===== config.mk =====
export PLATFORM = sky130hd
export DESIGN_NAME = proximity_pair_linker
export DESIGN_NICKNAME = d
export VERILOG_FILES = /design/src/ppl_pkg.sv /design/src/ppl_cell.sv /design/src/ppl_dist.sv /design/src/proximity_pair_linker.sv
export SDC_FILE = /design/constraint.sdc
export NUM_CORES = 2
export LEC_CHECK = 0
export BUFFER_PORTS_ARGS = -buffer_cell sky130_fd_sc_hd__buf_2
export CAP_MARGIN = 20
export CORE_ASPECT_RATIO = 1.25
export CORE_MARGIN = 3
export CORE_UTILIZATION = 48
export DETAILED_ROUTE_END_ITERATION = 16
export GPL_ROUTABILITY_DRIVEN = 0
export GPL_TIMING_DRIVEN = 1
export PLACE_DENSITY_LB_ADDON = 0.05
export SLEW_MARGIN = 10
export SYNTH_ARGS = -nofsm -noshare
export SYNTH_HDL_FRONTEND = slang
export SYNTH_SLANG_ARGS = --single-unit

===== constraint.sdc =====
create_clock -name i_clk -period 8.3 [get_ports i_clk]
set_input_delay 1.66 -clock i_clk [delete_from_list [all_inputs] [get_ports i_clk]]
set_output_delay 1.66 -clock i_clk [all_outputs]
set_load 0.02 [all_outputs]

===== src/ppl_pkg.sv =====
package ppl_pkg;

    localparam int REG_W      = 10;
    localparam int POS_W      = 12;
    localparam int IDX_OUT_W  = 5;
    localparam int CNT_OUT_W  = 6;
    localparam int APB_ADDR_W = 3;
    localparam int APB_DATA_W = 32;

    localparam logic [REG_W-1:0] LINK_RADIUS_RST  = 10'd200;
    localparam logic [REG_W-1:0] ADD_INTERVAL_RST = 10'd100;

    typedef enum logic {
        OP_TICK  = 1'b0,
        OP_CLEAR = 1'b1
    } t_op;

    typedef enum logic {
        REG_LINK_RADIUS  = 1'b0,
        REG_ADD_INTERVAL = 1'b1
    } t_reg_idx;

    typedef enum logic [1:0] {
        ST_IDLE,
        ST_SCAN,
        ST_DRAIN,
        ST_FINAL
    } t_state;

endpackage


===== src/ppl_cell.sv =====
module ppl_cell #(
    parameter int W = 36
) (
    input  logic         i_clk,
    input  logic         i_load,
    input  logic         i_shift,
    input  logic [W-1:0] i_load_data,
    input  logic [W-1:0] i_next,
    output logic [W-1:0] o_data
);

    logic [W-1:0] r_data;

    always_ff @(posedge i_clk) begin
        if (i_load) begin
            r_data <= i_load_data;
        end else if (i_shift) begin
            r_data <= i_next;
        end
    end

    assign o_data = r_data;

endmodule


===== src/ppl_dist.sv =====
module ppl_dist #(
    parameter int COORD_BITS = 12,
    parameter int IDX_W      = 5
) (
    input  logic                        i_clk,
    input  logic                        i_rst_n,
    input  logic                        i_en,
    input  logic                        i_valid,
    input  logic [IDX_W-1:0]            i_idx,
    input  logic [3*COORD_BITS-1:0]     i_point,
    input  logic [3*COORD_BITS-1:0]     i_probe,
    input  logic [2*ppl_pkg::REG_W-1:0] i_r2,
    output logic                        o_hit,
    output logic [IDX_W-1:0]            o_idx,
    output logic                        o_busy
);

    localparam int C  = COORD_BITS;
    localparam int QW = 2 * C + 2;
    localparam int SW = 2 * C + 4;

    logic signed [C:0]   w_dx;
    logic signed [C:0]   w_dy;
    logic signed [C:0]   w_dz;
    logic signed [C:0]   r_dx;
    logic signed [C:0]   r_dy;
    logic signed [C:0]   r_dz;
    logic                r_v1;
    logic [IDX_W-1:0]    r_idx1;
    logic [QW-1:0]       r_sx;
    logic [QW-1:0]       r_sy;
    logic [QW-1:0]       r_sz;
    logic                r_v2;
    logic [IDX_W-1:0]    r_idx2;
    logic [SW-1:0]       w_sum;

    assign w_dx = $signed({i_point[C-1], i_point[C-1:0]})
                - $signed({i_probe[C-1], i_probe[C-1:0]});
    assign w_dy = $signed({i_point[2*C-1], i_point[2*C-1:C]})
                - $signed({i_probe[2*C-1], i_probe[2*C-1:C]});
    assign w_dz = $signed({i_point[3*C-1], i_point[3*C-1:2*C]})
                - $signed({i_probe[3*C-1], i_probe[3*C-1:2*C]});

    always_ff @(posedge i_clk) begin
        if (!i_rst_n) begin
            r_v1 <= 1'b0;
            r_v2 <= 1'b0;
        end else if (i_en) begin
            r_v1 <= i_valid;
            r_v2 <= r_v1;
        end
    end

    always_ff @(posedge i_clk) begin
        if (i_en) begin
            r_dx   <= w_dx;
            r_dy   <= w_dy;
            r_dz   <= w_dz;
            r_idx1 <= i_idx;
            r_sx   <= $unsigned(QW'(r_dx) * QW'(r_dx));
            r_sy   <= $unsigned(QW'(r_dy) * QW'(r_dy));
            r_sz   <= $unsigned(QW'(r_dz) * QW'(r_dz));
            r_idx2 <= r_idx1;
        end
    end

    assign w_sum  = SW'(r_sx) + SW'(r_sy) + SW'(r_sz);
    assign o_hit  = r_v2 && (w_sum <= SW'(i_r2));
    assign o_idx  = r_idx2;
    assign o_busy = r_v1 || r_v2;

endmodule


===== src/proximity_pair_linker.sv =====
// Channel   Direction  Handshake                 Payload
// input     in         i_in_valid / o_in_stall   i_op, i_pos_x, i_pos_y, i_pos_z
// output    out        o_out_valid / i_out_stall o_added, o_has_pair, o_first_index,
//                                                o_second_index, o_point_count, o_last
// config    in         psel / penable / pwrite   paddr, pwdata, prdata, pready
//
// A clear or a tick that stores no point gives one transfer.
// A tick that stores a point starts a scan: the stored points rotate once around the
// ring of cells past a two-stage distance unit, the unit drains, then one final
// result is formed.
// Reset is synchronous and clears the count, the phase and the registers; the point
// store holds no reset value and needs no clearing pass.
// While the output stage holds an untaken transfer, the ring and the distance unit wait.
module proximity_pair_linker #(
    parameter int MAX_POINTS = 32,
    parameter int COORD_BITS = 12
) (
    input  logic                                    i_clk,
    input  logic                                    i_rst_n,
    input  logic                                    i_in_valid,
    output logic                                    o_in_stall,
    input  logic                                    i_op,
    input  logic signed [ppl_pkg::POS_W-1:0]        i_pos_x,
    input  logic signed [ppl_pkg::POS_W-1:0]        i_pos_y,
    input  logic signed [ppl_pkg::POS_W-1:0]        i_pos_z,
    output logic                                    o_out_valid,
    input  logic                                    i_out_stall,
    output logic                                    o_added,
    output logic                                    o_has_pair,
    output logic [ppl_pkg::IDX_OUT_W-1:0]           o_first_index,
    output logic [ppl_pkg::IDX_OUT_W-1:0]           o_second_index,
    output logic [ppl_pkg::CNT_OUT_W-1:0]           o_point_count,
    output logic                                    o_last,
    input  logic                                    psel,
    input  logic                                    penable,
    input  logic                                    pwrite,
    input  logic [ppl_pkg::APB_ADDR_W-1:0]          paddr,
    input  logic [ppl_pkg::APB_DATA_W-1:0]          pwdata,
    output logic [ppl_pkg::APB_DATA_W-1:0]          prdata,
    output logic                                    pready
);

    localparam int IW = $clog2(MAX_POINTS);
    localparam int CW = $clog2(MAX_POINTS + 1);
    localparam int PW = 3 * COORD_BITS;
    localparam int RW = ppl_pkg::REG_W;
    localparam logic [IW-1:0] SCAN_LAST = IW'(MAX_POINTS - 1);

    ppl_pkg::t_state                 r_state;
    ppl_pkg::t_state                 n_state;
    logic [CW-1:0]                   r_count;
    logic [CW-1:0]                   n_count;
    logic [RW-1:0]                   r_phase;
    logic [RW-1:0]                   n_phase;
    logic [IW-1:0]                   r_scan;
    logic [IW-1:0]                   n_scan;
    logic [CW-1:0]                   r_new_idx;
    logic [CW-1:0]                   n_new_idx;
    logic                            r_pend_v;
    logic                            n_pend_v;
    logic [IW-1:0]                   r_pend_idx;
    logic [IW-1:0]                   n_pend_idx;
    logic [PW-1:0]                   r_probe;
    logic [RW-1:0]                   r_radius;
    logic [RW-1:0]                   r_interval;
    logic [2*RW-1:0]                 r_r2;

    logic                            r_out_valid;
    logic                            r_out_added;
    logic                            r_out_has_pair;
    logic [ppl_pkg::IDX_OUT_W-1:0]   r_out_first;
    logic [ppl_pkg::IDX_OUT_W-1:0]   r_out_second;
    logic [ppl_pkg::CNT_OUT_W-1:0]   r_out_count;
    logic                            r_out_last;
    logic                            n_out_added;
    logic                            n_out_has_pair;
    logic [ppl_pkg::IDX_OUT_W-1:0]   n_out_first;
    logic [ppl_pkg::IDX_OUT_W-1:0]   n_out_second;
    logic                            n_out_last;
    logic                            out_load;

    logic                            adv;
    logic                            accept_in;
    logic                            is_clear;
    logic                            do_add;
    logic                            start;
    logic                            ring_shift;
    logic [RW:0]                     phase_inc;
    logic [RW-1:0]                   interval_eff;
    logic [RW-1:0]                   phase_next;
    logic [PW-1:0]                   in_point;
    logic [PW-1:0]                   w_cell_data [MAX_POINTS];
    logic                            dist_valid;
    logic                            dist_hit;
    logic [IW-1:0]                   dist_idx;
    logic                            dist_busy;
    logic                            cfg_wr;

    // Configuration registers.
    assign cfg_wr = psel && penable && pwrite && pready;
    assign pready = 1'b1;

    always_ff @(posedge i_clk) begin
        if (!i_rst_n) begin
            r_radius   <= ppl_pkg::LINK_RADIUS_RST;
            r_interval <= ppl_pkg::ADD_INTERVAL_RST;
        end else if (cfg_wr) begin
            if (ppl_pkg::t_reg_idx'(paddr[2]) == ppl_pkg::REG_LINK_RADIUS) begin
                r_radius <= pwdata[RW-1:0];
            end else begin
                r_interval <= pwdata[RW-1:0];
            end
        end
    end

    assign prdata = (ppl_pkg::t_reg_idx'(paddr[2]) == ppl_pkg::REG_LINK_RADIUS)
                  ? ppl_pkg::APB_DATA_W'(r_radius) : ppl_pkg::APB_DATA_W'(r_interval);

    always_ff @(posedge i_clk) begin
        r_r2 <= {{RW{1'b0}}, r_radius} * {{RW{1'b0}}, r_radius};
    end

    // Input decode.
    assign adv       = !r_out_valid || !i_out_stall;
    assign is_clear  = ppl_pkg::t_op'(i_op) == ppl_pkg::OP_CLEAR;
    assign do_add    = !is_clear && (r_phase == '0) && (r_count < CW'(MAX_POINTS));
    assign o_in_stall = (r_state != ppl_pkg::ST_IDLE) || (!adv && !do_add);
    assign accept_in = i_in_valid && !o_in_stall;

    assign in_point = {COORD_BITS'($unsigned(i_pos_z)),
                       COORD_BITS'($unsigned(i_pos_y)),
                       COORD_BITS'($unsigned(i_pos_x))};

    assign interval_eff = (r_interval == '0) ? RW'(1) : r_interval;
    assign phase_inc    = {1'b0, r_phase} + (RW + 1)'(1);
    assign phase_next   = (phase_inc >= {1'b0, interval_eff}) ? '0 : phase_inc[RW-1:0];

    // Ring of point cells; cell 0 feeds the distance unit.
    for (genvar i = 0; i < MAX_POINTS; i++) begin : g_cell
        ppl_cell #(
            .W (PW)
        ) u_cell (
            .i_clk       (i_clk),
            .i_load      (start && (r_count == CW'(i))),
            .i_shift     (ring_shift),
            .i_load_data (in_point),
            .i_next      (w_cell_data[(i + 1) % MAX_POINTS]),
            .o_data      (w_cell_data[i])
        );
    end

    assign dist_valid = (r_state == ppl_pkg::ST_SCAN) && (CW'(r_scan) < r_new_idx);

    ppl_dist #(
        .COORD_BITS (COORD_BITS),
        .IDX_W      (IW)
    ) u_dist (
        .i_clk   (i_clk),
        .i_rst_n (i_rst_n),
        .i_en    (adv),
        .i_valid (dist_valid),
        .i_idx   (r_scan),
        .i_point (w_cell_data[0]),
        .i_probe (r_probe),
        .i_r2    (r_r2),
        .o_hit   (dist_hit),
        .o_idx   (dist_idx),
        .o_busy  (dist_busy)
    );

    // Sequencer and result assembly. A found pair waits in the pending register
    // until the next pair or the end of the scan tells whether it is the last one.
    always_comb begin
        n_state        = r_state;
        n_count        = r_count;
        n_phase        = r_phase;
        n_scan         = r_scan;
        n_new_idx      = r_new_idx;
        n_pend_v       = r_pend_v;
        n_pend_idx     = r_pend_idx;
        out_load       = 1'b0;
        n_out_added    = 1'b0;
        n_out_has_pair = 1'b0;
        n_out_first    = '0;
        n_out_second   = '0;
        n_out_last     = 1'b0;
        start          = 1'b0;
        ring_shift     = 1'b0;

        case (r_state)
            ppl_pkg::ST_IDLE: begin
                if (accept_in) begin
                    if (is_clear) begin
                        n_count    = '0;
                        out_load   = 1'b1;
                        n_out_last = 1'b1;
                    end else begin
                        n_phase = phase_next;
                        if (do_add) begin
                            start     = 1'b1;
                            n_count   = r_count + CW'(1);
                            n_new_idx = r_count;
                            n_scan    = '0;
                            n_pend_v  = 1'b0;
                            n_state   = ppl_pkg::ST_SCAN;
                        end else begin
                            out_load   = 1'b1;
                            n_out_last = 1'b1;
                        end
                    end
                end
            end
            ppl_pkg::ST_SCAN: begin
                if (adv) begin
                    ring_shift = 1'b1;
                    n_scan     = r_scan + IW'(1);
                    if (r_scan == SCAN_LAST) begin
                        n_state = ppl_pkg::ST_DRAIN;
                    end
                end
            end
            ppl_pkg::ST_DRAIN: begin
                if (!dist_busy) begin
                    n_state = ppl_pkg::ST_FINAL;
                end
            end
            ppl_pkg::ST_FINAL: begin
                if (adv) begin
                    out_load       = 1'b1;
                    n_out_added    = 1'b1;
                    n_out_has_pair = r_pend_v;
                    n_out_first    = r_pend_v ? ppl_pkg::IDX_OUT_W'(r_pend_idx) : '0;
                    n_out_second   = r_pend_v ? ppl_pkg::IDX_OUT_W'(r_new_idx) : '0;
                    n_out_last     = 1'b1;
                    n_state        = ppl_pkg::ST_IDLE;
                end
            end
            default: begin
                n_state = ppl_pkg::ST_IDLE;
            end
        endcase

        if (adv && dist_hit) begin
            n_pend_v   = 1'b1;
            n_pend_idx = dist_idx;
            if (r_pend_v) begin
                out_load       = 1'b1;
                n_out_added    = 1'b1;
                n_out_has_pair = 1'b1;
                n_out_first    = ppl_pkg::IDX_OUT_W'(r_pend_idx);
                n_out_second   = ppl_pkg::IDX_OUT_W'(r_new_idx);
                n_out_last     = 1'b0;
            end
        end
    end

    always_ff @(posedge i_clk) begin
        if (!i_rst_n) begin
            r_state     <= ppl_pkg::ST_IDLE;
            r_count     <= '0;
            r_phase     <= '0;
            r_scan      <= '0;
            r_new_idx   <= '0;
            r_pend_v    <= 1'b0;
            r_out_valid <= 1'b0;
        end else begin
            r_state   <= n_state;
            r_count   <= n_count;
            r_phase   <= n_phase;
            r_scan    <= n_scan;
            r_new_idx <= n_new_idx;
            r_pend_v  <= n_pend_v;
            if (out_load) begin
                r_out_valid <= 1'b1;
            end else if (!i_out_stall) begin
                r_out_valid <= 1'b0;
            end
        end
    end

    always_ff @(posedge i_clk) begin
        r_pend_idx <= n_pend_idx;
        if (start) begin
            r_probe <= in_point;
        end
        if (out_load) begin
            r_out_added    <= n_out_added;
            r_out_has_pair <= n_out_has_pair;
            r_out_first    <= n_out_first;
            r_out_second   <= n_out_second;
            r_out_count    <= ppl_pkg::CNT_OUT_W'(n_count);
            r_out_last     <= n_out_last;
        end
    end

    assign o_out_valid    = r_out_valid;
    assign o_added        = r_out_added;
    assign o_has_pair     = r_out_has_pair;
    assign o_first_index  = r_out_first;
    assign o_second_index = r_out_second;
    assign o_point_count  = r_out_count;
    assign o_last         = r_out_last;

    a_count_bound: assert property (@(posedge i_clk) disable iff (!i_rst_n)
        r_count <= CW'(MAX_POINTS))
        else $error("Point count exceeds the store depth.");

    a_final_result: assert property (@(posedge i_clk) disable iff (!i_rst_n)
        (r_state == ppl_pkg::ST_FINAL) && adv |=> o_out_valid && o_last)
        else $error("Scan ended without a final result.");

    a_pend_older: assert property (@(posedge i_clk) disable iff (!i_rst_n)
        r_pend_v |-> (CW'(r_pend_idx) < r_new_idx))
        else $error("Pending pair does not point at an older entry.");

    a_clear_empties: assert property (@(posedge i_clk) disable iff (!i_rst_n)
        accept_in && is_clear |=> r_count == '0)
        else $error("Clear did not empty the store.");

endmodule

==> summary.log <==
[worst_setup_path] critical path's largest stage delay 630 ps
[worst_setup_path] type of origin of the critical path flip-flop
[layout] commonest non-fill, non-tap cell in the layout sky130_fd_sc_hd__edfxtp_1
[yosys] Most used DFF post-synth sky130_fd_sc_hd__edfxtp_1
[global_route] sum of overflow across all layers after global routing 0
[drt] Routed Antenna Nets 0
[sta] highest clock rate 0.143 GHz
[yosys] share of async-settable or async-resettable flops after synthesis 0%
[layout] layout overhead on the synthesized area 8.94%
[global_route] largest net degree at the start of global routing 70
[worst_setup_path] Arrival @ worst endpoint 7410 ps
[sta] RSZ-0062 raised after global routing false
[cts] number of setup buffers added after CTS 0
[cts] hold bufs inserted after CTS 0
[yosys] fraction of the yosys area taken by sequential cells 50.8%
[yosys] portion of netlist area occupied by mux cells 16.0%
[worst_setup_path] maximum fanout along the worst path 5
[sta] hold violation count in the final report 0
[drt] average vias per placed instance 5.39
[yosys] cell taking the most area after synthesis sky130_fd_sc_hd__edfxtp_1
[drt] length of the first detailed-routing pass in iterations 5
[die] width of the die 375 µm
[die] die footprint 0.175 mm²
[sta] worst-case headroom to the max-slew limit 30.8%
[sta] final setup skew 32.4 ps
[drt] average wire length per cell after detail routing 21.5 µm
[yosys] flop and latch count out of synthesis 1,408
[worst_setup_path] Top delay family on crit path compound AO/OA/AOI/OAI gates
[yosys] area share of the leading cell type in the synthesized netlist 49.1%
[global_route] vias in the first global route 47,200
[min_path] Hold WC Path Type flip-flop to flip-flop
[die] die height 467 µm
[die] Placeable Area 0.168 mm²
[placement] post-DP HPWL 122 mm
[global_route] Tot GR Track Use 20.6%
[sta] period utilisation layout 84.3%
[worst_setup_path] r2r startpoint u_dist.r_sy[3]
[layout] most frequent cells in the layout sky130_fd_sc_hd__edfxtp_1 (1,336), sky130_fd_sc_hd__mux2_2 (1,136), sky130_fd_sc_hd__inv_1 (635), sky130_fd_sc_hd__fa_1 (483), sky130_fd_sc_hd__ha_1 (394)
[worst_setup_path] Buf+Inv Stages, Crit Path 0
[yosys] yosys synthesis warning count 0
[cts] clock-pin slew reported for the worst setup and hold paths after clock tree synthesis 60 ps
[sta] slew of the pin with the lowest slew margin 1040 ps
[yosys] synth top area cells sky130_fd_sc_hd__edfxtp_1 (49%), sky130_fd_sc_hd__mux2_2 (16%), sky130_fd_sc_hd__fa_1 (12%)
[die] effective utilization at floorplan 48.5%
[cts] total number of clock tree sinks 1,408
[global_route] antenna violations before repair 3
[cts] clock tree from TritonCTS built
[cts] maximum root-to-sink buffer count 3
[worst_setup_path] crit path max-delay cell type sky130_fd_sc_hd__nor3_1
[outcome] result of the run finished, final reports clean
[sta] Total Neg Setup Slack 0 ps
[yosys] area fraction in and, or, nand and nor cells after synthesis 5.45%
[cts] clock insertion delay at the later pin of the skew report 780 ps
[sta] Max Slew Vio Count 0
[sta] number of endpoints failing setup at the final stage 0
[yosys] Adder-Cell Fraction of Synth Area 17.9%
[min_path] hold_sp u_dist.o_idx[1]
[sta] shortest clock period the worst path allows after layout 7000 ps
[cts] number of H-tree levels 4
[yosys] Post-Synth XOR/XNOR Area 1.78%
[worst_setup_path] type of the worst setup path flip-flop to flip-flop
[yosys] Mapped Avg Cell Area 13.9 µm²
[yosys] number of library cell types mapped by synthesis 89
[die] boundary pin count 133
[worst_setup_path] crit path from u_dist.r_sy[3]
[drt] total vias in the final route 44,500
[layout] Fillers 14,200
[yosys] combinational family with the most area after synthesis adder cells
[layout] ratio of cells with drive above 1 in the final layout 25.9%
[yosys] area of the mapped netlist 0.0817 mm²
[yosys] number of enable-type register cells in the synthesized netlist 1,336
[worst_setup_path] CP endpoint kind flip-flop
[placement] buffers added on ports 85
[layout] Net count, final 6,873
[worst_setup_path] critical path data required time 8710 ps
[job] max_cap viols 0
[cts] Clock Tree Root sky130_fd_sc_hd__clkbuf_16
[die] num rows 168
[global_route] first-pass GRT wire length 280 mm
[yosys] Synth Area in Compound Gates 3.47%
[drt] violation count after the first detailed-route iteration 2,175
[cts] PostCTS Resize Cnt 0
[drt] detailed-route wire length 177 mm
[cts] clock buffer count from CTS 149
[drt] # DRC 0
[yosys] post-synthesis cell count 5,891
## flip-flops by register name, summed over array words and instances, names as in the netlist, 2 cells and up
register,cells
u_dist.r_dx,13
r_new_idx,6
o_point_count,6
r_interval,10
u_dist.o_idx,5
u_dist.r_sy,25
o_first_index,5
u_dist.r_dy,13
r_probe,36
o_second_index,5
r_count,6
g_cell.u_cell.o_data,1152
r_scan,5
u_dist.r_idx1,5
u_dist.r_sx,25
u_dist.r_dz,13
r_pend_idx,5
r_phase,10
r_r2,19
u_dist.r_sz,25
r_state,2
r_radius,10
## cell type report
cell class	count	area [µm²]	area share (%)
sequential	1408	41600	46.7
multi-input combinational	3559	36600	41.1
clock buffer	189	3980	4.47
tap	2210	2770	3.11
inverter	637	2400	2.69
timing repair buffer	162	1020	1.15
clock inverter	80	752	0.844
antenna	1	2.50	0.00281
## cells in the mapped netlist (all sizes together), types with 11 or more instances
library cell	number
nor3	31
mux2	1162
dfxtp	72
buf	81
edfxtp	1336
nor2	144
a21o	48
nor2b	41
nand2b	45
xnor2	118
a31oi	18
or2	11
and2	172
nand3	39
clkbuf	228
nand2	337
ha	394
a21boi	48
fa	483
a21oi	103
xor2	48
and3	29
o21a	26
inv	637
o21ai	94
## path summary, 6_finish.rpt
check	end	slack [ps]	cells after the start
worst min register to register	r_pend_idx[1]	420	0
worst max-delay path	r_pend_idx[0]	1300	28
worst max register to register	r_pend_idx[0]	1300	28
worst min-delay path	r_pend_idx[1]	420	0
## through the flow
| step | worst slack (ps) | hold WS [ps] | instances | area, µm² | util [%] |
|---|---|---|---|---|---|
| after floorplan | 2150 | 392 | 5913 | 81800 | - |
| after global placement | 1310 | 401 | 7975 | 84300 | 50.1 |
| after detailed placement | 1330 | 405 | 7975 | 84300 | 50.1 |
| after CTS | 1270 | 419 | 8244 | 89000 | 52.9 |
| after global routing | 670 | 424 | 8246 | 89000 | 52.9 |
| final | 1300 | 418 | 8246 | 89000 | 52.9 |
## logic make-up (layout without fill, tap and decap cells)
kind of cell,after synthesis,count (layout)
adder cells (fa/ha/maj),877,877
other,2,25
buffers and inverters,946,1068
AND/OR/NAND/NOR,898,898
multiplexers,1165,1165
XOR/XNOR,166,166
AO/OA/AOI/OAI,429,429
flip-flops,1408,1408
## worst register-to-register path: cells and delay by family, from the launching register on
| kind | cells | cell delay, ps |
|---|---|---|
| compound gates | 16 | 2960 |
| simple gates | 8 | 2120 |
| fa+ha+maj | 3 | 1040 |
| flops | 1 | 370 |
| xor+xnor | 1 | 140 |
## per-layer routing
| layer | GRT usage (%) | vias up | routed length (µm) | part of all wire, % |
|---|---|---|---|---|
| li1 | - | 20800 | - | - |
| met1 | 24.9 | 22700 | 71100 | 40 |
| met2 | 37.8 | 654 | 94800 | 53 |
| met3 | 2.71 | 266 | 5000 | 2.8 |
| met4 | 7.29 | 0 | 6590 | 3.7 |
| met5 | 0 | - | 0 | 0 |
Power is not shown: default switching activity piles up to over one toggle a cycle in this logic, so the estimate is an artifact.
